--- src/hdl/spq_pkg.sv ---
// Shared types and codes for the sorted-list priority queue.
package spq_pkg;

  // Request operation codes
  localparam logic FUNC_ENQ = 1'b0;
  localparam logic FUNC_DEQ = 1'b1;

  // Result status codes
  localparam logic [1:0] ST_OK    = 2'd0;
  localparam logic [1:0] ST_EMPTY = 2'd1;
  localparam logic [1:0] ST_FULL  = 2'd2;

  localparam int unsigned VALUE_W = 32;
  localparam int unsigned PRIO_W  = 8;
  localparam int unsigned OCC_W   = 5;

  typedef struct packed {
    logic signed [VALUE_W-1:0] value;
    logic        [PRIO_W-1:0]  prio;
  } entry_t;

  typedef struct packed {
    logic signed [VALUE_W-1:0] value;
    logic        [1:0]         status;
    logic        [OCC_W-1:0]   occupancy;
  } result_t;

endpackage

--- src/hdl/spq_mem.sv ---
// Entry store: one write port and one registered read port.
module spq_mem #(
  parameter int unsigned DEPTH = 16,
  parameter int unsigned AW    = 4
) (
  input  logic             clk_i,
  input  logic             wr_en_i,
  input  logic [AW-1:0]    wr_addr_i,
  input  spq_pkg::entry_t  wr_data_i,
  input  logic             rd_en_i,
  input  logic [AW-1:0]    rd_addr_i,
  output spq_pkg::entry_t  rd_data_o
);

  spq_pkg::entry_t mem_q [DEPTH];
  spq_pkg::entry_t rd_data_q;

  always_ff @(posedge clk_i) begin
    if (wr_en_i) begin
      mem_q[wr_addr_i] <= wr_data_i;
    end
    // hold read data unless a new read is issued
    if (rd_en_i) begin
      rd_data_q <= mem_q[rd_addr_i];
    end
  end

  assign rd_data_o = rd_data_q;

endmodule

--- src/hdl/spq_ctrl.sv ---
// Sequencer: insertion walk, head removal, entry count and head pointer.
module spq_ctrl #(
  parameter int unsigned CAPACITY = 16,
  parameter int unsigned AW       = 4,
  parameter int unsigned CW       = 5
) (
  input  logic                                clk_i,
  input  logic                                rst_ni,
  input  logic                                in_valid_i,
  output logic                                in_ready_o,
  input  logic                                func_i,
  input  logic signed [spq_pkg::VALUE_W-1:0]  item_value_i,
  input  logic        [spq_pkg::PRIO_W-1:0]   item_priority_i,
  output logic                                res_valid_o,
  input  logic                                res_ready_i,
  output spq_pkg::result_t                    res_o,
  output logic                                wr_en_o,
  output logic [AW-1:0]                       wr_addr_o,
  output spq_pkg::entry_t                     wr_data_o,
  output logic                                rd_en_o,
  output logic [AW-1:0]                       rd_addr_o,
  input  spq_pkg::entry_t                     rd_data_i
);

  localparam logic [2:0] S_IDLE   = 3'd0;
  localparam logic [2:0] S_START  = 3'd1;
  localparam logic [2:0] S_INS    = 3'd2;
  localparam logic [2:0] S_PLACE  = 3'd3;
  localparam logic [2:0] S_DEQ    = 3'd4;
  localparam logic [2:0] S_FINISH = 3'd5;

  logic [2:0]                          state_q, state_d;
  logic                                func_q, func_d;
  logic signed [spq_pkg::VALUE_W-1:0]  val_q, val_d;
  logic        [spq_pkg::PRIO_W-1:0]   pri_q, pri_d;
  logic [AW-1:0]                       pos_q, pos_d;
  logic [AW-1:0]                       pos_m1;
  logic [AW-1:0]                       head_q, head_d;
  logic [CW-1:0]                       count_q, count_d;
  logic signed [spq_pkg::VALUE_W-1:0]  res_value_q, res_value_d;
  logic [1:0]                          res_status_q, res_status_d;
  spq_pkg::entry_t                     new_entry;

  // Map a position in the list onto a physical slot of the ring.
  function automatic logic [AW-1:0] phys(input logic [AW-1:0] head,
                                         input logic [AW-1:0] lpos);
    logic [AW:0] sum;
    sum = {1'b0, head} + {1'b0, lpos};
    if (sum >= (AW+1)'(CAPACITY)) begin
      sum = sum - (AW+1)'(CAPACITY);
    end
    return sum[AW-1:0];
  endfunction

  assign pos_m1    = pos_q - AW'(1);
  assign new_entry = '{value: val_q, prio: pri_q};

  always_comb begin
    state_d      = state_q;
    func_d       = func_q;
    val_d        = val_q;
    pri_d        = pri_q;
    pos_d        = pos_q;
    head_d       = head_q;
    count_d      = count_q;
    res_value_d  = res_value_q;
    res_status_d = res_status_q;
    wr_en_o      = 1'b0;
    wr_addr_o    = '0;
    wr_data_o    = new_entry;
    rd_en_o      = 1'b0;
    rd_addr_o    = '0;
    res_valid_o  = 1'b0;
    in_ready_o   = (state_q == S_IDLE);

    unique case (state_q)
      S_IDLE: begin
        if (in_valid_i) begin
          func_d  = func_i;
          val_d   = item_value_i;
          pri_d   = item_priority_i;
          state_d = S_START;
        end
      end
      S_START: begin
        res_value_d  = '0;
        res_status_d = spq_pkg::ST_OK;
        if (func_q == spq_pkg::FUNC_DEQ) begin
          if (count_q == '0) begin
            res_status_d = spq_pkg::ST_EMPTY;
            state_d      = S_FINISH;
          end else begin
            rd_en_o   = 1'b1;
            rd_addr_o = head_q;
            state_d   = S_DEQ;
          end
        end else if (count_q == CW'(CAPACITY)) begin
          res_status_d = spq_pkg::ST_FULL;
          state_d      = S_FINISH;
        end else if (count_q == '0) begin
          wr_en_o   = 1'b1;
          wr_addr_o = head_q;
          count_d   = count_q + CW'(1);
          state_d   = S_FINISH;
        end else begin
          // fetch the tail entry and walk towards the head
          rd_en_o   = 1'b1;
          rd_addr_o = phys(head_q, AW'(count_q - CW'(1)));
          pos_d     = AW'(count_q);
          state_d   = S_INS;
        end
      end
      S_INS: begin
        wr_en_o   = 1'b1;
        wr_addr_o = phys(head_q, pos_q);
        if (rd_data_i.prio < pri_q) begin
          // move the lower-priority entry one place back
          wr_data_o = rd_data_i;
          pos_d     = pos_m1;
          if (pos_m1 == '0) begin
            state_d = S_PLACE;
          end else begin
            rd_en_o   = 1'b1;
            rd_addr_o = phys(head_q, pos_m1 - AW'(1));
          end
        end else begin
          count_d = count_q + CW'(1);
          state_d = S_FINISH;
        end
      end
      S_PLACE: begin
        wr_en_o   = 1'b1;
        wr_addr_o = phys(head_q, pos_q);
        count_d   = count_q + CW'(1);
        state_d   = S_FINISH;
      end
      S_DEQ: begin
        res_value_d = rd_data_i.value;
        head_d      = phys(head_q, AW'(1));
        count_d     = count_q - CW'(1);
        state_d     = S_FINISH;
      end
      S_FINISH: begin
        res_valid_o = 1'b1;
        if (res_ready_i) begin
          state_d = S_IDLE;
        end
      end
      default: begin
        state_d = S_IDLE;
      end
    endcase
  end

  assign res_o = '{value:     res_value_q,
                   status:    res_status_q,
                   occupancy: spq_pkg::OCC_W'(count_q)};

  always_ff @(posedge clk_i or negedge rst_ni) begin
    if (!rst_ni) begin
      state_q <= S_IDLE;
      head_q  <= '0;
      count_q <= '0;
    end else begin
      state_q <= state_d;
      head_q  <= head_d;
      count_q <= count_d;
    end
  end

  always_ff @(posedge clk_i) begin
    func_q       <= func_d;
    val_q        <= val_d;
    pri_q        <= pri_d;
    pos_q        <= pos_d;
    res_value_q  <= res_value_d;
    res_status_q <= res_status_d;
  end

endmodule

--- src/hdl/stable_priority_queue.sv ---
// Top level of the sorted-list priority queue: sequencer, entry store, output register.
//
// Input channel (in_valid_i / in_ready_o) carries one request: func_i selects
// enqueue or dequeue, item_value_i and item_priority_i give the entry.
// Output channel (out_valid_o / out_ready_i) returns one result per request:
// the removed value, a status code and the occupancy after the request.
// Entries sit in a ring memory in priority order, highest first; equal
// priorities leave in arrival order. An enqueue walks back from the tail,
// one entry per cycle through the registered memory read port,
// moving each lower-priority entry one slot back until its place is found.
// One request is in flight at a time; the next is taken once the result
// has entered the output register, so a result may wait there while the
// following request is already being worked on. A stalled receiver holds
// the result; a second finished result then waits in the sequencer and no
// further request is taken.
// Reset empties the queue at once; the memory itself is not cleared.
module stable_priority_queue #(
  parameter int unsigned CAPACITY = 16
) (
  input  logic                                clk_i,
  input  logic                                rst_ni,
  input  logic                                in_valid_i,
  output logic                                in_ready_o,
  input  logic                                func_i,
  input  logic signed [spq_pkg::VALUE_W-1:0]  item_value_i,
  input  logic        [spq_pkg::PRIO_W-1:0]   item_priority_i,
  output logic                                out_valid_o,
  input  logic                                out_ready_i,
  output logic signed [spq_pkg::VALUE_W-1:0]  out_value_o,
  output logic        [1:0]                   status_o,
  output logic        [spq_pkg::OCC_W-1:0]    occupancy_o
);

  localparam int unsigned AW = (CAPACITY > 1) ? $clog2(CAPACITY) : 1;
  localparam int unsigned CW = $clog2(CAPACITY + 1);

  logic             wr_en;
  logic [AW-1:0]    wr_addr;
  spq_pkg::entry_t  wr_data;
  logic             rd_en;
  logic [AW-1:0]    rd_addr;
  spq_pkg::entry_t  rd_data;

  logic             res_valid;
  logic             res_ready;
  spq_pkg::result_t res;

  logic             out_valid_q;
  spq_pkg::result_t out_q;

  spq_ctrl #(
    .CAPACITY (CAPACITY),
    .AW       (AW),
    .CW       (CW)
  ) u_ctrl (
    .clk_i           (clk_i),
    .rst_ni          (rst_ni),
    .in_valid_i      (in_valid_i),
    .in_ready_o      (in_ready_o),
    .func_i          (func_i),
    .item_value_i    (item_value_i),
    .item_priority_i (item_priority_i),
    .res_valid_o     (res_valid),
    .res_ready_i     (res_ready),
    .res_o           (res),
    .wr_en_o         (wr_en),
    .wr_addr_o       (wr_addr),
    .wr_data_o       (wr_data),
    .rd_en_o         (rd_en),
    .rd_addr_o       (rd_addr),
    .rd_data_i       (rd_data)
  );

  spq_mem #(
    .DEPTH (CAPACITY),
    .AW    (AW)
  ) u_mem (
    .clk_i     (clk_i),
    .wr_en_i   (wr_en),
    .wr_addr_i (wr_addr),
    .wr_data_i (wr_data),
    .rd_en_i   (rd_en),
    .rd_addr_i (rd_addr),
    .rd_data_o (rd_data)
  );

  // Load the output register whenever it is empty or being drained.
  assign res_ready = !out_valid_q || out_ready_i;

  always_ff @(posedge clk_i or negedge rst_ni) begin
    if (!rst_ni) begin
      out_valid_q <= 1'b0;
    end else if (res_ready) begin
      out_valid_q <= res_valid;
    end
  end

  // Payload needs no reset; advance only on a fresh result.
  always_ff @(posedge clk_i) begin
    if (res_ready && res_valid) begin
      out_q <= res;
    end
  end

  assign out_valid_o = out_valid_q;
  assign out_value_o = out_q.value;
  assign status_o    = out_q.status;
  assign occupancy_o = out_q.occupancy;

`ifndef SYNTHESIS
  // A taken request keeps the input closed for at least the next cycle.
  a_busy_after_accept: assert property (@(posedge clk_i) disable iff (!rst_ni)
    in_valid_i && in_ready_o |=> !in_ready_o)
    else $error("request taken while the previous one was still at work");

  // A dropped enqueue reports a full queue and no value.
  a_full_result: assert property (@(posedge clk_i) disable iff (!rst_ni)
    out_valid_o && status_o == spq_pkg::ST_FULL |->
      occupancy_o == spq_pkg::OCC_W'(CAPACITY) && out_value_o == '0)
    else $error("full status with wrong occupancy or value");

  // An empty dequeue reports an empty queue and no value.
  a_empty_result: assert property (@(posedge clk_i) disable iff (!rst_ni)
    out_valid_o && status_o == spq_pkg::ST_EMPTY |->
      occupancy_o == '0 && out_value_o == '0)
    else $error("empty status with wrong occupancy or value");

  // A finished result held back by the output register stays offered.
  a_result_held: assert property (@(posedge clk_i) disable iff (!rst_ni)
    res_valid && !res_ready |=> res_valid)
    else $error("finished result lost while the output register was full");
`endif

endmodule
--- config.mk ---
export PLATFORM = sky130hd
export DESIGN_NAME = stable_priority_queue
export DESIGN_NICKNAME = d
export VERILOG_FILES = /design/src/hdl/spq_pkg.sv /design/src/hdl/spq_mem.sv /design/src/hdl/spq_ctrl.sv /design/src/hdl/stable_priority_queue.sv
export SDC_FILE = /design/constraint.sdc
export NUM_CORES = 1
export LEC_CHECK = 0
export ABC_CLOCK_PERIOD_IN_PS = 4960
export BUFFER_PORTS_ARGS = -buffer_cell sky130_fd_sc_hd__clkbuf_2
export CAP_MARGIN = 0
export CORE_ASPECT_RATIO = 0.6
export CORE_MARGIN = 2
export CORE_UTILIZATION = 56
export DETAILED_ROUTE_END_ITERATION = 10
export PLACE_DENSITY = 0.79
export SYNTH_ARGS = -nofsm -noshare
export SYNTH_HDL_FRONTEND = slang
export SYNTH_HIERARCHICAL = 1
export SYNTH_SLANG_ARGS = --single-unit
--- constraint.sdc ---
create_clock -name clk_i -period 4.96 [get_ports clk_i]
set_input_delay 0.992 -clock clk_i [delete_from_list [all_inputs] [get_ports clk_i]]
set_output_delay 0.992 -clock clk_i [all_outputs]
set_load 0.01 [all_outputs]
==> impl_metrics.ini <==
[layout]
n_antenna_cell = 0
final_cell_mix = edfxtp_1 (798), mux4_2 (100), clkbuf_2 (85), a22oi_1 (84), clkbuf_16 (72)
mostFrequentLayoutCell = edfxtp_1
fin_util = 0.634
final_area_um2 = 35200
nNetsFinal = 1640
syn2layout_area_growth_pct = 12.3
drive_gt1_frac = 0.243
layoutNonFillerInstCount = 2379

[routing]
drc = 0
vias = 15000
viasPerCell = 6.33
first_pass_iters = 6
ant_nets = 0
drt_wl_total_mm = 68.4
routedWlPerCell_um = 28.8
dr.first_iter.drc_count = 2155

[setup_path]
crit_arrival_ns = 4.42
worst_setup_path_start_kind = register
path_cells = inv_1 -> ha_1 -> and3_4 -> a221o_1 -> a311oi_4 -> nand2_4 -> o22ai_4 -> buf_12 -> buf_4 -> mux4_2 -> a22oi_1 -> nand2_1
cp_max_fo = 62
criticalPathCategory = register to register
cp-end-kind = register
critPathMaxStageDelay_ns = 0.40
required_ns = 5.33
path_buf_inv = 3
crit_family = compound AO/OA/AOI/OAI gates
cp_slowest_cell = edfxtp_1

[placed_design]
place_inst = 2255
dp_slack_ns = 0.894
place_area_um2 = 33000
numPortBuffers = 85
place_congestion = 0.843
hpwl_mm = 35.6

[clocking]
numCtsBuffers = 71
ctsResizeCount = 0
root_buffer = clkbuf_16
cts_setup_buffers = 0
clockBufferDepth = 3
clk_latency_ns = 0.62
cts_max_level = 3
ctsHoldBuffers = 0
cts_sinks = 811
cts_tree = built
clk_pin_slew_worst_paths_ns = 0.06

[grt]
gr-total-overflow = 0
grt_max_degree = 63
grt_pass1_wl_mm = 101
grt_pass1_vias = 15300
track_usage = 0.242
antenna_found_initial = 1

[synth]
synth_area_leaders = edfxtp_1 (76%), mux4_2 (7.2%), mux4_1 (5.0%)
yosysTopAreaCell = edfxtp_1
synthDominantCellAreaShare = 0.764
syn_area_um2 = 31400
synth_edf_count = 798
netlist_instances = 1436
synth_fp_nets = 1507
ys_seq_elements = 811
avgSynthCellArea_um2 = 21.8
yosysSeqAreaShare = 0.775
async_flop_share = 0.0160
ys_types = 48
yosysWarnings = 6
ys.flop_type = edfxtp_1

[timing]
hold_viol = 0
period_needed_ns = 4.05
fmax_mhz = 247
relSlewSlack = 0.175
rsz0062_at_grt = no
worst_pin_slew_ns = 1.24
final-setup-viol-count = 0
whs_ns = 0.303
period_share = 0.816
tns_ns = 0
fin_ws_ns = 0.911
slew_violations = 0
clock_skew_ns = 0.0262

[die]
die_area_um2 = 58000
num_io_pins = 86
initial_core_util = 0.564
die_x_um = 309
die_h_um = 187
coreArea_um2 = 55600
rows = 67

[status]
status = finished, final reports clean

[pwr]
irDropWorstVdd_mv = 0.491
p_leak_nw = 11.3
p_per_area_nw_per_um2 = 560
p_total_mw = 19.7

[run]
maxCapViolCount = 0

[worst_hold_path]
hp-class = input port to async pin
-- layer usage --
metal  track usage  share of wire
met3        0.0480           0.10
met4        0.0657          0.024
met5             0              0
met2         0.362           0.46
met1         0.370           0.41
-- cell families (layout without fill, tap and decap cells) --
| family | count (synthesis) | after routing | synth area share |
|---|---|---|---|
| xor gates and xnor gates | 21 | 21 | 0.00587 |
| buffers and inverters | 88 | 272 | 0.0178 |
| adders and majority gates | 26 | 26 | 0.0111 |
| and+or+nand+nor | 164 | 164 | 0.0261 |
| AOI/OAI and AO/OA | 133 | 133 | 0.0305 |
| DFF | 811 | 811 | 0.775 |
| muxes | 193 | 193 | 0.134 |
-- where the power goes --
group	internal [mW]	total, mW	switching [mW]	leakage (nW)
clock network	3.00	5.42	2.42	1.09
logic	1.99	5.05	3.06	2.82
registers	8.86	9.24	0.383	7.40
total	13.8	19.7	5.86	11.3
-- worst paths after layout --
check | depth (start not counted) | end | from | slack [ns]
max | 12 | u_mem/rd_data_o[35] | u_ctrl/pri_q[6] | 0.91
min | 1 | u_ctrl/count_q[2] | rst_ni | 0.30
max reg2reg | 12 | u_mem/rd_data_o[35] | u_ctrl/pri_q[6] | 0.91
min reg2reg | 0 | out_value_o[14] | u_ctrl/res_value_q[14] | 0.41
max in group asynchronous | 1 | u_ctrl/count_q[4] | rst_ni | 4.38
min in group clk_i | 0 | out_value_o[14] | u_ctrl/res_value_q[14] | 0.41
-- area by class of cell --
cell class / count / area, um^2
clock buffer: 86 / 1850
clock inverter: 38 / 388
fill: 3558 / 20400
inverter: 18 / 67.6
multi-input combinational: 537 / 6720
sequential: 811 / 24300
tap: 759 / 950
timing repair buffer: 130 / 951
-- synthesized netlist by cell type, drive strengths merged (18+ instances only) --
cell and n:
nor2 20, buf 32, clkbuf 38, inv 18, and2 36, edfxtp 798, o21ai 20, ha 23
mux4 160, a22oi 84, mux2 33, nand2 68
-- flip-flops by register name (all words and copies together) (netlist names) --
name	count
u_ctrl/head_q	4
u_ctrl/count_q	5
u_ctrl/res_status_q	2
out_value_o	32
u_ctrl/func_q	1
u_ctrl/pri_q	8
u_ctrl/res_value_q	32
status_o	2
u_mem/mem_q	640
u_ctrl/val_q	32
out_valid_o	1
occupancy_o	5
u_mem/rd_data_o	40
u_ctrl/state_q	3
u_ctrl/pos_q	4
Power figures use the tool's default switching activity.
